==> src/rtl/usb_midi_sysex_depacketizer_top_macros.svh <==
// Assertion macros for the USB-MIDI SysEx depacketizer.
// Included by the top level; depends on nothing else.
`ifndef USB_MIDI_SYSEX_DEPACKETIZER_TOP_MACROS_SVH
`define USB_MIDI_SYSEX_DEPACKETIZER_TOP_MACROS_SVH

// Same-cycle implication, checked on every rising edge outside reset.
`define UMSD_ASSERT_SAME(lbl, clk, rst_n, ante, cons, msg) \
	lbl: assert property (@(posedge clk) disable iff (!rst_n) (ante) |-> (cons)) \
		else $error(msg);

// Next-cycle implication, checked on every rising edge outside reset.
`define UMSD_ASSERT_NEXT(lbl, clk, rst_n, ante, cons, msg) \
	lbl: assert property (@(posedge clk) disable iff (!rst_n) (ante) |=> (cons)) \
		else $error(msg);

`endif

==> src/rtl/umsd_pkg.sv <==
// Shared types and constants of the USB-MIDI SysEx depacketizer.
// Used by the front end, the command queue, the back end and the top level.
package umsd_pkg;

	// Code index numbers of the SysEx event packets.
	localparam logic [3:0] CIN_SYSEX_CONT = 4'h4;
	localparam logic [3:0] CIN_SYSEX_END1 = 4'h5;
	localparam logic [3:0] CIN_SYSEX_END2 = 4'h6;
	localparam logic [3:0] CIN_SYSEX_END3 = 4'h7;

	// SysEx framing bytes.
	localparam logic [7:0] SYSEX_START = 8'hF0;
	localparam logic [7:0] SYSEX_END   = 8'hF7;

	// Configuration register indexes.
	localparam logic CFG_CABLE_NUMBER    = 1'b0;
	localparam logic CFG_MANUFACTURER_ID = 1'b1;

	// Configuration reset values.
	localparam logic [3:0]  CABLE_RESET = 4'd1;
	localparam logic [23:0] MFR_RESET   = 24'h002033;

	// Message position limit: the position saturates here.
	localparam int MAX_MESSAGE_BYTES = 1024;
	localparam logic [9:0] POS_LIMIT =
		(MAX_MESSAGE_BYTES - 1 > 1023) ? 10'd1023 : 10'(MAX_MESSAGE_BYTES - 1);

	// One decoded event word, as handed from the front end to the back end.
	// For a SysEx word, bytes[0..last_idx] are emitted in order; the last one
	// closes the message when has_end is set.
	typedef struct packed {
		logic            is_pass;
		logic [31:0]     word;
		logic [2:0][7:0] bytes;
		logic [1:0]      last_idx;
		logic            has_end;
		logic            ferr;
	} cmd_t;

	// Fill status of the command queue.
	typedef struct packed {
		logic full;
		logic empty;
	} q_status_t;

endpackage

==> src/rtl/umsd_event_if.sv <==
// Input channel of the depacketizer: one USB-MIDI event word per transaction.
// Depends on nothing.
interface umsd_event_if;
	logic        valid;
	logic        ready;
	logic [31:0] event_word;

	modport source (output valid, output event_word, input ready);
	modport sink (input valid, input event_word, output ready);
endinterface

==> src/rtl/umsd_result_if.sv <==
// Output channel of the depacketizer: one rebuilt byte or passed word per transaction.
// Depends on nothing.
interface umsd_result_if;
	logic        valid;
	logic        ready;
	logic        result_kind;
	logic [7:0]  data_byte;
	logic [9:0]  byte_index;
	logic        end_of_message;
	logic        header_mismatch;
	logic        framing_error;
	logic [31:0] passed_word;
	logic        last_of_run;

	modport source (output valid, output result_kind, output data_byte,
		output byte_index, output end_of_message, output header_mismatch,
		output framing_error, output passed_word, output last_of_run, input ready);
	modport sink (input valid, input result_kind, input data_byte,
		input byte_index, input end_of_message, input header_mismatch,
		input framing_error, input passed_word, input last_of_run, output ready);
endinterface

==> src/rtl/umsd_front.sv <==
// Front end: accepts event words and decodes each into a byte command.
// Depends on umsd_pkg and umsd_event_if.
module umsd_front
	import umsd_pkg::*;
(
	umsd_event_if.sink pkt,
	input  logic [3:0] cable_number,
	input  q_status_t  q_status,
	output logic       push,
	output cmd_t       cmd
);

	logic [3:0] cable;
	logic [3:0] cin;
	logic [7:0] b1;
	logic [7:0] b2;
	logic [7:0] b3;

	assign cable = pkt.event_word[31:28];
	assign cin   = pkt.event_word[27:24];
	assign b1    = pkt.event_word[23:16];
	assign b2    = pkt.event_word[15:8];
	assign b3    = pkt.event_word[7:0];

	// A word is taken whenever the queue has room.
	assign pkt.ready = !q_status.full;
	assign push      = pkt.valid && !q_status.full;

	// Decode the cable and code index into the bytes to emit and the closing flags, or mark the word for pass-through.
	always_comb begin
		cmd          = '0;
		cmd.word     = pkt.event_word;
		cmd.is_pass  = 1'b0;
		if (cable != cable_number) begin
			cmd.is_pass = 1'b1;
		end else begin
			case (cin)
				CIN_SYSEX_CONT: begin
					cmd.bytes    = {b3, b2, b1};
					cmd.last_idx = 2'd2;
				end
				CIN_SYSEX_END1: begin
					cmd.bytes[0] = SYSEX_END;
					cmd.last_idx = 2'd0;
					cmd.has_end  = 1'b1;
					cmd.ferr     = (b1 != SYSEX_END);
				end
				CIN_SYSEX_END2: begin
					cmd.has_end = 1'b1;
					if (b1 == SYSEX_END) begin
						cmd.bytes[0] = SYSEX_END;
						cmd.last_idx = 2'd0;
					end else begin
						cmd.bytes[0] = b1;
						cmd.bytes[1] = SYSEX_END;
						cmd.last_idx = 2'd1;
						cmd.ferr     = (b2 != SYSEX_END);
					end
				end
				CIN_SYSEX_END3: begin
					cmd.has_end = 1'b1;
					if (b1 == SYSEX_END) begin
						cmd.bytes[0] = SYSEX_END;
						cmd.last_idx = 2'd0;
					end else if (b2 == SYSEX_END) begin
						cmd.bytes[0] = b1;
						cmd.bytes[1] = SYSEX_END;
						cmd.last_idx = 2'd1;
					end else begin
						cmd.bytes    = {SYSEX_END, b2, b1};
						cmd.last_idx = 2'd2;
						cmd.ferr     = (b3 != SYSEX_END);
					end
				end
				default: begin
					cmd.is_pass = 1'b1;
				end
			endcase
		end
	end

endmodule

==> src/rtl/umsd_queue.sv <==
// Short command queue between the front end and the back end.
// Depends on umsd_pkg.
module umsd_queue
	import umsd_pkg::*;
#(
	parameter int DEPTH = 2
) (
	input  logic      clk,
	input  logic      arst_n,
	input  logic      push,
	input  cmd_t      push_cmd,
	input  logic      pop,
	output cmd_t      head,
	output q_status_t status
);

	localparam int PTR_W = (DEPTH > 1) ? $clog2(DEPTH) : 1;
	localparam int CNT_W = $clog2(DEPTH + 1);

	cmd_t             mem_q [DEPTH];
	logic [PTR_W-1:0] wr_ptr_q;
	logic [PTR_W-1:0] rd_ptr_q;
	logic [CNT_W-1:0] count_q;

	assign status.full  = (count_q == CNT_W'(DEPTH));
	assign status.empty = (count_q == '0);
	assign head         = mem_q[rd_ptr_q];

	// Entry storage; entries are read only after they are written.
	always_ff @(posedge clk) begin
		if (push) begin
			mem_q[wr_ptr_q] <= push_cmd;
		end
	end

	// Pointers wrap at the depth, which need not be a power of two.
	always_ff @(posedge clk or negedge arst_n) begin
		if (!arst_n) begin
			wr_ptr_q <= '0;
			rd_ptr_q <= '0;
			count_q  <= '0;
		end else begin
			if (push) begin
				wr_ptr_q <= (wr_ptr_q == PTR_W'(DEPTH - 1)) ? '0 : wr_ptr_q + 1'b1;
			end
			if (pop) begin
				rd_ptr_q <= (rd_ptr_q == PTR_W'(DEPTH - 1)) ? '0 : rd_ptr_q + 1'b1;
			end
			if (push && !pop) begin
				count_q <= count_q + 1'b1;
			end else if (pop && !push) begin
				count_q <= count_q - 1'b1;
			end
		end
	end

endmodule

==> src/rtl/umsd_back.sv <==
// Back end: walks each queued command one result per cycle while not stalled,
// tracks the message position and checks the header. Depends on umsd_pkg and umsd_result_if.
module umsd_back
	import umsd_pkg::*;
(
	input  logic        clk,
	input  logic        arst_n,
	input  logic [23:0] manufacturer_id,
	input  cmd_t        head,
	input  q_status_t   q_status,
	output logic        pop,
	umsd_result_if.source res
);

	logic [1:0] sel_q;
	logic [9:0] pos_q;
	logic       out_valid_q;

	logic       load;
	logic       is_last;
	logic       is_end;
	logic [7:0] cur_byte;
	logic [7:0] expected;

	// The output register takes a new result when the queue holds a command and it is empty or being drained.
	assign load     = !q_status.empty && (!out_valid_q || res.ready);
	assign is_last  = head.is_pass || (sel_q == head.last_idx);
	assign is_end   = head.has_end && is_last && !head.is_pass;
	assign pop      = load && is_last;
	assign cur_byte = head.bytes[sel_q];

	// Expected header byte at positions zero to three.
	always_comb begin
		case (pos_q[1:0])
			2'd0:    expected = SYSEX_START;
			2'd1:    expected = manufacturer_id[23:16];
			2'd2:    expected = manufacturer_id[15:8];
			default: expected = manufacturer_id[7:0];
		endcase
	end

	// Byte selector and message position.
	always_ff @(posedge clk or negedge arst_n) begin
		if (!arst_n) begin
			sel_q       <= '0;
			pos_q       <= '0;
			out_valid_q <= 1'b0;
		end else begin
			if (load) begin
				out_valid_q <= 1'b1;
				sel_q       <= is_last ? 2'd0 : sel_q + 2'd1;
				if (!head.is_pass) begin
					if (is_end) begin
						pos_q <= '0;
					end else if (pos_q < POS_LIMIT) begin
						pos_q <= pos_q + 10'd1;
					end
				end
			end else if (res.ready) begin
				out_valid_q <= 1'b0;
			end
		end
	end

	// Output payload register.
	always_ff @(posedge clk) begin
		if (load) begin
			res.result_kind     <= head.is_pass;
			res.last_of_run     <= is_last;
			res.passed_word     <= head.is_pass ? head.word : 32'd0;
			res.data_byte       <= head.is_pass ? 8'd0 : cur_byte;
			res.byte_index      <= head.is_pass ? 10'd0 : pos_q;
			res.end_of_message  <= is_end;
			res.framing_error   <= is_end && head.ferr;
			res.header_mismatch <= !head.is_pass && (pos_q <= 10'd3) && (cur_byte != expected);
		end
	end

	assign res.valid = out_valid_q;

endmodule

==> src/rtl/usb_midi_sysex_depacketizer_top.sv <==
// Top level of the USB-MIDI SysEx depacketizer: configuration registers,
// front end, command queue and back end. Depends on umsd_pkg, both channel
// interfaces, umsd_front, umsd_queue, umsd_back and the assertion macros.
//
//  Channel  Direction  Moves per transaction
//  pkt      in         one 32-bit USB-MIDI event word
//  result   out        one SysEx byte with its tags, or one passed-through word
//  cfg_*    in         one register write (index 0 cable, 1 manufacturer ID)
//
// A word is accepted in any cycle in which the command queue has room.
// The back end emits one result per cycle while its output is not stalled, so a
// word yields one to three results there: three for a continuation word.
// An accepted word is held in the command queue, then its results in the output register.
// Reset clears control state only; a stalled output holds its result and the
// queue keeps taking words until full.
`include "usb_midi_sysex_depacketizer_top_macros.svh"

module usb_midi_sysex_depacketizer_top
	import umsd_pkg::*;
#(
	parameter int QUEUE_DEPTH = 2
) (
	input  logic        clk,
	input  logic        arst_n,
	umsd_event_if.sink  pkt,
	umsd_result_if.source result,
	input  logic        cfg_we,
	input  logic        cfg_index,
	input  logic [23:0] cfg_wdata
);

	logic [3:0]  cable_q;
	logic [23:0] mfr_q;
	logic        push;
	logic        pop;
	cmd_t        push_cmd;
	cmd_t        head;
	q_status_t   q_status;

	// Configuration registers.
	always_ff @(posedge clk or negedge arst_n) begin
		if (!arst_n) begin
			cable_q <= CABLE_RESET;
			mfr_q   <= MFR_RESET;
		end else if (cfg_we) begin
			case (cfg_index)
				CFG_CABLE_NUMBER:    cable_q <= cfg_wdata[3:0];
				CFG_MANUFACTURER_ID: mfr_q   <= cfg_wdata;
				default:             cable_q <= cable_q;
			endcase
		end
	end

	umsd_front u_front (
		.pkt          (pkt),
		.cable_number (cable_q),
		.q_status     (q_status),
		.push         (push),
		.cmd          (push_cmd)
	);

	umsd_queue #(
		.DEPTH (QUEUE_DEPTH)
	) u_queue (
		.clk      (clk),
		.arst_n   (arst_n),
		.push     (push),
		.push_cmd (push_cmd),
		.pop      (pop),
		.head     (head),
		.status   (q_status)
	);

	umsd_back u_back (
		.clk             (clk),
		.arst_n          (arst_n),
		.manufacturer_id (mfr_q),
		.head            (head),
		.q_status        (q_status),
		.pop             (pop),
		.res             (result)
	);

	// A framing error is only ever reported on the closing byte.
	`UMSD_ASSERT_SAME(a_ferr_on_end, clk, arst_n, result.valid && result.framing_error, result.end_of_message, "framing error without end of message")
	// The closing byte is always the final result of its word.
	`UMSD_ASSERT_SAME(a_end_is_last, clk, arst_n, result.valid && result.end_of_message, result.last_of_run, "end of message not last of run")
	// Header checks apply to the first four positions only.
	`UMSD_ASSERT_SAME(a_hdr_pos, clk, arst_n, result.valid && result.header_mismatch, result.byte_index <= 10'd3 && !result.result_kind, "header mismatch outside header")
	// An accepted word leaves the queue non-empty until the back end takes it.
	`UMSD_ASSERT_NEXT(a_push_fills, clk, arst_n, pkt.valid && pkt.ready, !q_status.empty, "queue empty after accepted word")

endmodule
==> src/flat_wrapper.sv <==
// flat-port wrapper written by rule: the top's interface ports become plain ports
module usb_midi_sysex_depacketizer_top_flat import umsd_pkg::*;
#(
	parameter int QUEUE_DEPTH = 2
)
  (clk, arst_n, cfg_we, cfg_index, cfg_wdata, pkt_valid, pkt_event_word, pkt_ready, result_valid, result_result_kind, result_data_byte, result_byte_index, result_end_of_message, result_header_mismatch, result_framing_error, result_passed_word, result_last_of_run, result_ready);
  umsd_event_if pkt_i ();
  umsd_result_if result_i ();
  input  logic clk;
  input  logic arst_n;
  input  logic cfg_we;
  input  logic cfg_index;
  input  logic [23:0] cfg_wdata;
  input wire logic [$bits(pkt_i.valid)-1:0] pkt_valid;
  input wire logic [$bits(pkt_i.event_word)-1:0] pkt_event_word;
  output wire logic [$bits(pkt_i.ready)-1:0] pkt_ready;
  output wire logic [$bits(result_i.valid)-1:0] result_valid;
  output wire logic [$bits(result_i.result_kind)-1:0] result_result_kind;
  output wire logic [$bits(result_i.data_byte)-1:0] result_data_byte;
  output wire logic [$bits(result_i.byte_index)-1:0] result_byte_index;
  output wire logic [$bits(result_i.end_of_message)-1:0] result_end_of_message;
  output wire logic [$bits(result_i.header_mismatch)-1:0] result_header_mismatch;
  output wire logic [$bits(result_i.framing_error)-1:0] result_framing_error;
  output wire logic [$bits(result_i.passed_word)-1:0] result_passed_word;
  output wire logic [$bits(result_i.last_of_run)-1:0] result_last_of_run;
  input wire logic [$bits(result_i.ready)-1:0] result_ready;
  assign pkt_i.valid = pkt_valid;
  assign pkt_i.event_word = pkt_event_word;
  assign pkt_ready = pkt_i.ready;
  assign result_valid = result_i.valid;
  assign result_result_kind = result_i.result_kind;
  assign result_data_byte = result_i.data_byte;
  assign result_byte_index = result_i.byte_index;
  assign result_end_of_message = result_i.end_of_message;
  assign result_header_mismatch = result_i.header_mismatch;
  assign result_framing_error = result_i.framing_error;
  assign result_passed_word = result_i.passed_word;
  assign result_last_of_run = result_i.last_of_run;
  assign result_i.ready = result_ready;
  usb_midi_sysex_depacketizer_top #(.QUEUE_DEPTH(QUEUE_DEPTH)) u_core (.clk(clk), .arst_n(arst_n), .pkt(pkt_i), .result(result_i), .cfg_we(cfg_we), .cfg_index(cfg_index), .cfg_wdata(cfg_wdata));
endmodule
==> config.mk <==
export PLATFORM = sky130hd
export DESIGN_NAME = usb_midi_sysex_depacketizer_top_flat
export DESIGN_NICKNAME = d
export VERILOG_FILES = /design/src/rtl/umsd_pkg.sv /design/src/rtl/umsd_event_if.sv /design/src/rtl/umsd_result_if.sv /design/src/rtl/umsd_front.sv /design/src/rtl/umsd_queue.sv /design/src/rtl/umsd_back.sv /design/src/rtl/usb_midi_sysex_depacketizer_top.sv /design/src/flat_wrapper.sv
export VERILOG_INCLUDE_DIRS = /design/src /design/src/rtl
export SDC_FILE = /design/constraint.sdc
export NUM_CORES = 1
export LEC_CHECK = 0
export BUFFER_PORTS_ARGS = -buffer_cell sky130_fd_sc_hd__buf_2
export CORE_MARGIN = 1
export CORE_UTILIZATION = 45
export CTS_CLUSTER_DIAMETER = 80
export CTS_CLUSTER_SIZE = 40
export DETAILED_ROUTE_END_ITERATION = 8
export MAX_ROUTING_LAYER = met4
export SLEW_MARGIN = 30
export SYNTH_ARGS = -nofsm -noshare
export SYNTH_HDL_FRONTEND = slang
export SYNTH_HIERARCHICAL = 1
export SYNTH_SLANG_ARGS = --single-unit
==> constraint.sdc <==
create_clock -name clk -period 9.75 [get_ports clk]
set_input_delay 0.975 -clock clk [delete_from_list [all_inputs] [get_ports clk]]
set_output_delay 0.975 -clock clk [all_outputs]
set_load 0.02 [all_outputs]
== Word level (Yosys, flattened, before mapping) ==
Memory sizes are Yosys's and may differ from the RTL's.
Index checks and enable logic that the tools add are counted.

* Flip-flop bits (word level): 100
* Memory bits (writable): 122
* Bits of input ports: 62
* Output and inout port bits: 57
* Word-level logic and storage cells: 100
* Memories kept: 1

* Add/sub/neg operators: 6
* $lt $le $gt $ge: 3
* Eq/ne operators: 15
* Multiplexer cells: 30
* Bitwise gates (word level): 2
* Reductions and logical operators: 27

{| class="wikitable"
|+ Memories
! name !! words !! bits a word !! rd ports !! clocked after Yosys merged registers in !! wr ports !! line !! source
|-
| u_core.u_queue.mem_q || 2 || 61 || 1 || 0 || 1 || umsd_queue.sv:20 || <nowiki>cmd_t mem_q [DEPTH];</nowiki>
|}

{| class="wikitable"
|+ Operators by type and width
! cell !! count
|-
| case mux 8 bit (3 select lines) || 2
|-
| 2-to-1 mux 10 bit || 4
|-
| case mux 10 bit (4 select lines) || 1
|-
| 2-to-1 mux 28 bit || 1
|-
| 2-to-1 mux 8 bit || 3
|-
| != test 8 bit (second input constant) || 3
|-
| 2-to-1 mux 18 bit || 1
|-
| binary-select mux 8 bit (select 2 bit) || 1
|-
| == test 4 x 3 -> 1 bit (second input constant) || 4
|-
| == test 8 bit (second input constant) || 2
|-
| 2-to-1 mux 16 bit || 1
|-
| case mux 8 bit (2 select lines) || 1
|-
| 2-to-1 mux 1 bit || 11
|-
| adder 10 x 1 -> 10 bit (second input constant) || 1
|-
| <= comparator 10 x 2 -> 1 bit (second input constant) || 1
|-
| logical AND 1 bit || 10
|-
| less-than comparator 10 bit (second input constant) || 1
|-
| != test 8 bit || 1
|-
| zero test 1 bit || 6
|-
| 2-to-1 mux 2 bit || 3
|-
| case mux 2 bit (3 select lines) || 1
|-
| nonzero test 2 bit || 3
|-
| adder 2 x 1 -> 2 bit (second input constant) || 2
|-
| == test 2 bit (second input constant) || 2
|-
| other kinds (12) || 17
|}

== Longest topological paths before layout ==
Gate-level depths: netlist of run 1.

* Depth in word-level cells: 7
* Depth in mapped cells: 11
* Depth with buffers taken out: 9

== Hierarchy ==
The synthesis of run 1 kept the hierarchy.

{| class="wikitable"
|+ By module, submodules not included
! module !! instances !! cells an instance !! area each (sq um) !! sequential area each (sq um)
|-
| umsd_queue || 1 || 206 || 4,889.7 || 3,763.6
|-
| umsd_back || 1 || 258 || 3,179.3 || 1,976.9
|-
| usb_midi_sysex_depacketizer_top || 1 || 60 || 1,046.0 || 708.2
|-
| umsd_front || 1 || 114 || 714.4 || 0.0
|}

== Least setup slack after synthesis of run 1 ==
Ideal clock, no wire load.

* Kind: input-to-reg
* From: input port pkt_valid
* To: memory u_core/u_queue/mem_q[0][0] (netlist name) (enable)
* Library setup time: 0.487 ns
* Data arrival time: 3.965 ns
* Data required time: 9.263 ns
* Path slack: 5.298 ns
* Stages: 2
* Path buffers: 0
* Path through: nor2b_1 nor2b_1

* Cells in the longest elaborated chain, start to end: 3

{| class="wikitable"
|+ RTL lines
! item !! line !! source
|-
| start: declaration || flat_wrapper.sv:14 || <nowiki>input wire logic [$bits(pkt_i.valid)-1:0] pkt_valid;</nowiki>
|-
| logical AND 1 bit || umsd_front.sv:27 || <nowiki>assign push = pkt.valid && !q_status.full;</nowiki>
|-
| 2-to-1 mux 1 bit || umsd_queue.sv:31 || <nowiki>if (push) begin</nowiki>
|-
| 2-to-1 mux 1 bit (implied by the code) || umsd_queue.sv:32 || <nowiki>mem_q[wr_ptr_q] <= push_cmd;</nowiki>
|-
| end: declaration || umsd_queue.sv:20 ||
|}

No other way between the ends.

==> metrics.cfg, run 1 <==
[outcome]
status = complete, no violations

[die]
initial_core_util_pct = 46.3
ios = 119
row_count = 53
dieWidth_um = 150
die_area_um2 = 22400
fp.coreArea_um2 = 21200
die_h_um = 150

[route]
vias = 5271
routed_wl_mm = 18.6
post_drt_wl_per_cell_um = 18.6
viasPerCell = 5.27
drtPass1Iterations = 5
drtAntennaViolNets = 0
drc_errors = 0
drt_iter0_markers = 333

[clock_network]
cts_buffers = 14
cts-htree-levels = 1
hold_buffers = 0
cts_resized = 0
postCtsSetupBuffers = 0
clk_latency_ns = 0.49
cts_tree = yes
cts_root_buffer = clkbuf_16
clock_sinks = 222
cts_buffer_depth = 3
clkTransAtPathRegs_ns = 0.09

[yosys]
synth_largest_area_cell = edfxtp_1
synth_edf_count = 177
synth_warnings = 6
syn-instance-count = 638
async_flop_share_pct = 20.3
synth_area_leaders = edfxtp_1, dfrtp_1, mux2_4
synth_top_area_share_pct = 54.1
yosysSeqAreaShare_pct = 65.6
syn-num-nets = 705
syn_area_per_cell_um2 = 15.4
synth_ff_type = edfxtp_1
netlist_area_um2 = 9830
synth_cell_types = 56
ys_ff_latch = 222

[layout]
num-nets-final = 784
drive_above_1_share_pct = 32.6
syn2layout_area_growth_pct = 10.4
design_area_um2 = 10800

[critical_path]
crit_type = reg -> reg
cpMaxStageDelayCell = dfrtp_4
crit_path_cell_trace = buf_4, mux2_4, or4b_4, inv_2, or4_1, nor4_2, o22a_1
required_ns = 10.16
crit-reg2reg-launch = u_core/u_queue/rd_ptr_q
crit_path_start = u_core/u_queue/rd_ptr_q
endpoint = u_core/u_back/pos_q[9]
arrival_ns = 4.08
r2r_setup_slack_ns = 6.08
worstRegToRegCells = 7
cp_slowest_stage_delay_ns = 0.70
regToRegEndpoint = u_core/u_back/pos_q[9]
start_kind = flip-flop
crit_path_end_kind = flip-flop
crit_fanout = 56

[sta]
worst-slew-pin-transition_ns = 0.926
setup_tns_ns = 0
finalHoldViolCount = 0
hold_ws_ns = 0.498
maxSlewViolCount = 0
skew_ns = 0.0339
fmax_mhz = 273
rsz0062_at_grt = no
min_period_ns = 3.67
relSlewSlack_pct = 37.8
finalCritPeriodShare_pct = 37.6
setup_viol = 0

[place]
hpwl_mm = 12.4
dpl-instance-area_um2 = 10300
gp_congestion = 0.822
portBuffers = 118

[power_and_ir_drop]
p_leak_nw = 4.10
powerDensity_nw_per_um2 = 294
irDropWorstVdd_mv = 0.170

[global_route]
grt_pass1_wl_mm = 29.0
antenna_found_initial = 1
grt_pass1_vias = 5286
grt_use_total_pct = 17.2
gr-total-overflow = 0
grt_max_degree = 57

[flow_run]
drv_cap = 0

[hold_path]
hold_class = in -> async

## cell usage in the layout (no fill, tap or decap), types with 4 or more instances in the layout
cell and n:
dfrtp_1 38, nand2b_1 5, mux2_4 59, nor3_1 4, o2bb2ai_1 7, nand4_1 5
a21oi_1 21, mux2_1 20, buf_2 117, xor2_1 14, a22oi_1 7, nand2_1 23
clkbuf_16 15, ha_1 5, o31ai_1 5, buf_4 5, xnor2_1 5, mux2i_1 8
and2_1 38, o21ai_0 24, nor2_1 26, nand3_1 5, dfstp_2 6, inv_1 6
edfxtp_1 177, nor2b_1 24, mux2_2 11
## area by class of cell
| class | instances | area [µm²] |
|---|---|---|
| Sequential cell | 222 | 6450 |
| Multi-Input combinational cell | 348 | 2900 |
| Clock inverter | 8 | 119 |
| Clock buffer | 16 | 379 |
| Tap cell | 275 | 344 |
| Inverter | 9 | 33.8 |
| Fill cell | 1796 | 10400 |
| Timing Repair Buffer | 122 | 623 |
| Antenna cell | 1 | 2.50 |
## worst min path at each step
stage / startpoint / endpoint / slack [ns] / depth (start not counted)
2_1_floorplan: u_core/u_queue/wr_ptr_q / u_core/u_queue/wr_ptr_q / 0.46 / 1
3_3_place_gp: u_core/mfr_q[16] / u_core/mfr_q[16] / 0.48 / 1
3_5_place_dp: u_core/mfr_q[3] / u_core/mfr_q[3] / 0.48 / 1
4_1_cts: u_core/mfr_q[3] / u_core/mfr_q[3] / 0.50 / 1
5_1_grt: arst_n / u_core/u_queue/count_q[1] / 0.53 / 1
6_report: arst_n / u_core/u_back/res.valid / 0.50 / 1
## Yosys cell counts (8+ instances only)
library cell	number
nor2_1	26
dfrtp_1	39
clkbuf_1	13
nand2_1	23
o21ai_0	24
mux2_4	59
and2_1	39
nor2b_1	25
xor2_1	14
a21oi_1	21
mux2_1	20
mux2_2	11
mux2i_1	8
edfxtp_1	177
buf_4	32
## critical path, delay by kind of cell (launching register included)
family          cells  cell delay (ns)
buf+inv             2             0.77
simple gates        3             1.25
compound gates      1             0.16
mux                 1             0.65
flops               1             0.70
## sequential cells by signal (all words and copies together), names as in the netlist
signal                             flops
u_core/u_back/res.end_of_message       1
u_core/u_back/pos_q                   10
u_core/u_back/res.framing_error        1
u_core/u_back/res.byte_index          10
u_core/cable_q                         4
u_core/u_queue/rd_ptr_q                1
u_core/mfr_q                          24
u_core/u_queue/mem_q                 122
u_core/u_queue/count_q                 2
u_core/u_back/res.passed_word         32
u_core/u_back/res.valid                1
u_core/u_back/res.last_of_run          1
u_core/u_back/sel_q                    2
u_core/u_back/res.result_kind          1
u_core/u_back/res.data_byte            8
u_core/u_back/res.header_mismatch      1
u_core/u_queue/wr_ptr_q                1
## report_power, final
| group | switching [W] | internal [W] | total, W |
|---|---|---|---|
| Combinational | 0.000586 | 0.000446 | 0.00103 |
| Sequential | 0.000137 | 0.00136 | 0.00150 |
| Clock | 0.000332 | 0.000325 | 0.000657 |
## kinds of logic after synthesis
group	after synthesis	share of synthesized area (%)
AO/OA/AOI/OAI	76	4.91
XOR/XNOR	19	1.69
adder cells (fa/ha/maj)	5	0.636
buffers and inverters	68	5.03
flip-flops	222	65.6
multiplexers	98	13.4
AND/OR/NAND/NOR	150	8.74
## metrics by stage
stage,std cells,util [%],total power (W),setup slack (ns)
floorplan,638,-,0.00232,5.30
global placement,976,48.8,0.00254,6.19
detailed placement,976,48.8,0.00257,6.09
CTS,1000,51.1,0.00323,6.06
global route,1001,51.1,0.00335,5.83
finish,1001,51.1,0.00319,6.08
## per-layer routing
metal  global-route usage [%]  part of all wire [%]  up-vias
met3                     2.23                   5.7       22
met2                     27.7                    47      169
met4                     4.04                   1.5        0
met1                     23.4                    45     2608
met5                        -                     0        -
li1                         -                     -     2472
No activity file was read; power rests on OpenSTA's default activity.
==> run 2, diff against run 1 <==
--- a/config.mk
+++ b/config.mk
@@ -6,6 +6,7 @@
 export SDC_FILE = /design/constraint.sdc
 export NUM_CORES = 1
 export LEC_CHECK = 0
+export ABC_AREA = 1
 export BUFFER_PORTS_ARGS = -buffer_cell sky130_fd_sc_hd__buf_2
 export CORE_MARGIN = 1
 export CORE_UTILIZATION = 45
==> constraint.sdc (replaced) <==
create_clock -name clk -period 3.55 [get_ports clk]
set_input_delay 0.355 -clock clk [delete_from_list [all_inputs] [get_ports clk]]
set_output_delay 0.355 -clock clk [all_outputs]
set_load 0.02 [all_outputs]
==> run 2 against run 1 <==
  * Clock skew grew 0.0038 ns
  * Routed wire length grew 11%
  * First-iteration DRC count grew 13%
  * Worst hold slack worse by 0.44 ns
  * Sequential share of layout area down 4.0 points
  * Total power rose to 2.9 times the previous value
  * Global-route usage grew 0.99 points
  * Critical path depth rose by 3
  * Worst setup slack lost 5.1 ns
  * Largest power group unchanged
==> metrics.cfg, run 2 <==
[place]
dpl-instance-area_um2 = 11100  ; +7.5%
gp_congestion = 0.822  ; about the same
post-place-ws_ns = 0.995  ; -5.10 ns
portBuffers = 118  ; unchanged
hpwl_mm = 14.0  ; +13%

[layout]
largestRegisters = u_core/u_queue/mem_q x122, u_core/u_back/res.passed_word x32, u_core/mfr_q x24
largest_register_ffs = 122  ; unchanged
syn2layout_area_growth_pct = 9.61
mostFrequentLayoutCells = nand2_1, edfxtp_1, buf_2
antenna_cells = 0  ; -1
drive_above_1_share_pct = 24.6  ; -8.0 points
largest-register = u_core/u_queue/mem_q
mostFrequentLayoutCell = nand2_1
design_area_um2 = 11600  ; +7.2%
num-nets-final = 1096  ; +40%

[yosys]
synth_area_leaders = edfxtp_1, nand2_1, dfrtp_1
async_flop_share_pct = 20.3  ; unchanged
yosysSeqAreaShare_pct = 60.7  ; -4.9 points
synth_top_family_by_area = simple AND/OR/NAND/NOR gates
synth_largest_area_cell = edfxtp_1
netlist_area_um2 = 10600  ; +8.0%
synth_adder_area_share_pct = 0.589  ; -0.047 points
syn-instance-count = 955  ; +50%
synth_xor_area_share_pct = 1.26  ; -0.43 points
syn_area_per_cell_um2 = 11.1  ; -28%
synthMuxAreaShare_pct = 8.56  ; -4.8 points
synth_cell_types = 36  ; -36%
synth_simple_gate_area_share_pct = 17.8  ; +9.1 points
synth_compound_area_share_pct = 2.18  ; -2.7 points
synthMostInstantiatedCell = nand2_1
synth_common_cells = nand2_1, edfxtp_1, inv_1, nor2_1, mux2_4
ys_ff_latch = 222  ; unchanged
synth_edf_count = 177  ; unchanged
syn-num-nets = 1022  ; +45%
synth_ff_type = edfxtp_1
synth_warnings = 6  ; unchanged
synth_top_area_share_pct = 50.1  ; -4.0 points

[sta]
min_period_ns = 2.53  ; -1.13 ns
setup_tns_ns = 0  ; unchanged
worst-slew-pin-transition_ns = 0.702  ; -0.224 ns
fmax_mhz = 395  ; +45%
finalCritPeriodShare_pct = 71.3  ; +34 points
setup_viol = 0  ; unchanged
fin_ws_ns = 1.02  ; -5.07 ns
maxSlewViolCount = 0  ; unchanged
skew_ns = 0.0376  ; +0.00377 ns
finalHoldViolCount = 0  ; unchanged
hold_ws_ns = 0.0627  ; -0.436 ns
relSlewSlack_pct = 53.1  ; +15 points
rsz0062_at_grt = no

[power_and_ir_drop]
p_leak_nw = 5.21  ; +27%
seqPwrFrac_pct = 44.5  ; -2.5 points
comb_power_share_pct = 35.5  ; +3.1 points
switching_share_pct = 35.6  ; +2.5 points
p_clk_share_pct = 20.0  ; -0.6 points
p_sw_w = 0.00326  ; +210%
irDropWorstVdd_mv = 0.527  ; +210%
p_int_w = 0.00588  ; +180%
powerDensity_nw_per_um2 = 785  ; +170%

[route]
route.met3.wl_um = 754  ; -29%
wl_met2_mm = 9.96  ; +13%
routed_wl_mm = 20.7  ; +11%
vias = 6443  ; +22%
drtPass1Iterations = 4  ; -1
wl_met1_mm = 9.55  ; +13%
viasPerCell = 4.77  ; -9.4%
top_layer = met4
post_drt_wl_per_cell_um = 15.3  ; -17%
drc_errors = 0  ; unchanged
drtAntennaViolNets = 0  ; unchanged
drt_iter0_markers = 376  ; +13%

[die]
initial_core_util_pct = 46.3  ; about the same
row_count = 55  ; +3.8%
die_h_um = 156  ; +3.9%
die_area_um2 = 24200  ; +7.9%
fp.coreArea_um2 = 22900  ; +8.0%
ios = 119  ; unchanged
dieWidth_um = 156  ; +3.9%

[clock_network]
cts_resized = 0  ; unchanged
cts_tree = yes
cts-htree-levels = 1  ; unchanged
clock_sinks = 222  ; unchanged
cts_buffers = 14  ; unchanged
postCtsSetupBuffers = 0  ; unchanged
cts_buffer_depth = 3  ; unchanged
cts_root_buffer = clkbuf_16
clk_latency_ns = 0.50  ; about the same
clkTransAtPathRegs_ns = 0.10  ; about the same

[global_route]
gr-total-overflow = 0  ; unchanged
grt_pass1_wl_mm = 33.1  ; +14%
grt_max_degree = 62  ; +8.8%
antenna_found_initial = 0  ; -1
grt_pass1_vias = 6239  ; +18%
grt_use_total_pct = 18.2  ; +0.99 points

[critical_path]
crit_path_end_kind = flip-flop
crit_type = reg -> reg
r2r_setup_slack_ns = 1.02  ; -5.07 ns
crit_fanout = 30  ; -46%
start_kind = flip-flop
arrival_ns = 2.93  ; -1.15 ns
required_ns = 3.95  ; -6.21 ns

[outcome]
status = complete, no violations

[flow_run]
drv_cap = 0  ; unchanged

[hold_path]
hold_class = in -> reg

## run 2: cell types whose count changed after synthesis, moves of 9 or more
cell	previous run	this run
o21ai_0	24	4
mux2_2	11	2
mux2_1	20	0
inv_1	7	94
and2_1	39	0
nor2b_1	25	0
nand2_1	23	290
nor2_1	26	72
nand3_1	5	55
## run 2: critical path, cell delays in order (launching register included)
cell     delay, ns
dfrtp_4       0.83
mux2_4        0.38
xnor2_4       0.17
nand2_1       0.10
a21oi_1       0.30
inv_1         0.08
ha_1          0.30
inv_1         0.08
nand3_1       0.07
nand2_1       0.06
nand2_1       0.05
## run 2: worst paths after layout
kind / cells after the start / to / from
worst max-delay path: 10 / u_core/u_queue/count_q[1] / u_core/u_queue/rd_ptr_q
worst min-delay path: 1 / u_core/u_queue/mem_q[1][55] / pkt_event_word[27]
worst max register to register: 10 / u_core/u_queue/count_q[1] / u_core/u_queue/rd_ptr_q
worst min register to register: 2 / u_core/mfr_q[13] / u_core/mfr_q[13]
max in group asynchronous: 2 / u_core/u_queue/rd_ptr_q / arst_n
min in group asynchronous: 2 / u_core/u_back/pos_q[0] / arst_n
## run 2: power by group through the flow
stage,Combinational [W],Clock (W),Sequential (W)
after CTS,0.00329,0.00187,0.00408
after global routing,0.00360,0.00198,0.00415
after detailed placement,0.00328,0,0.00413
after floorplan,0.00237,0,0.00433
after global placement,0.00324,0,0.00413
final,0.00324,0.00183,0.00407
## run 2: cells by family (layout without fill, tap and decap cells)
logic type,after synthesis,in the layout
AND/OR/NAND/NOR,453,453
multiplexers,61,61
flip-flops,222,222
buffers and inverters,167,249
XOR/XNOR,11,11
AO/OA/AOI/OAI,36,36
adder cells (fa/ha/maj),5,5
## run 2: area by class of cell
type / instances / area (µm²)
Multi-Input combinational cell: 566 / 3240
Timing Repair Buffer: 126 / 681
Fill cell: 2074 / 11300
Sequential cell: 222 / 6450
Inverter: 99 / 372
Clock buffer: 15 / 375
Clock inverter: 9 / 126
Tap cell: 313 / 392
## run 2: per-layer routing
layer / global-route usage (%) / up-vias
li1: - / 3236
met1: 24.2 / 3056
met2: 29.6 / 122
met3: 2.50 / 29
met4: 4.81 / 0
met5: - / -
## run 2: repair_timing
| item | 4_1_cts | 5_1_grt |
|---|---|---|
| setup endpoints to repair | 0 | 0 |
| hold buffers | 1 | 0 |
| hold endpoints to repair | 39 | 0 |
## run 2: per-stage QoR
step,std cells,power [W],util (%)
6_report,1350,0.00914,50.8
5_1_grt,1350,0.00972,50.8
4_1_cts,1350,0.00925,50.8
3_5_place_dp,1325,0.00741,48.5
3_3_place_gp,1325,0.00737,48.5
2_1_floorplan,955,0.00669,-
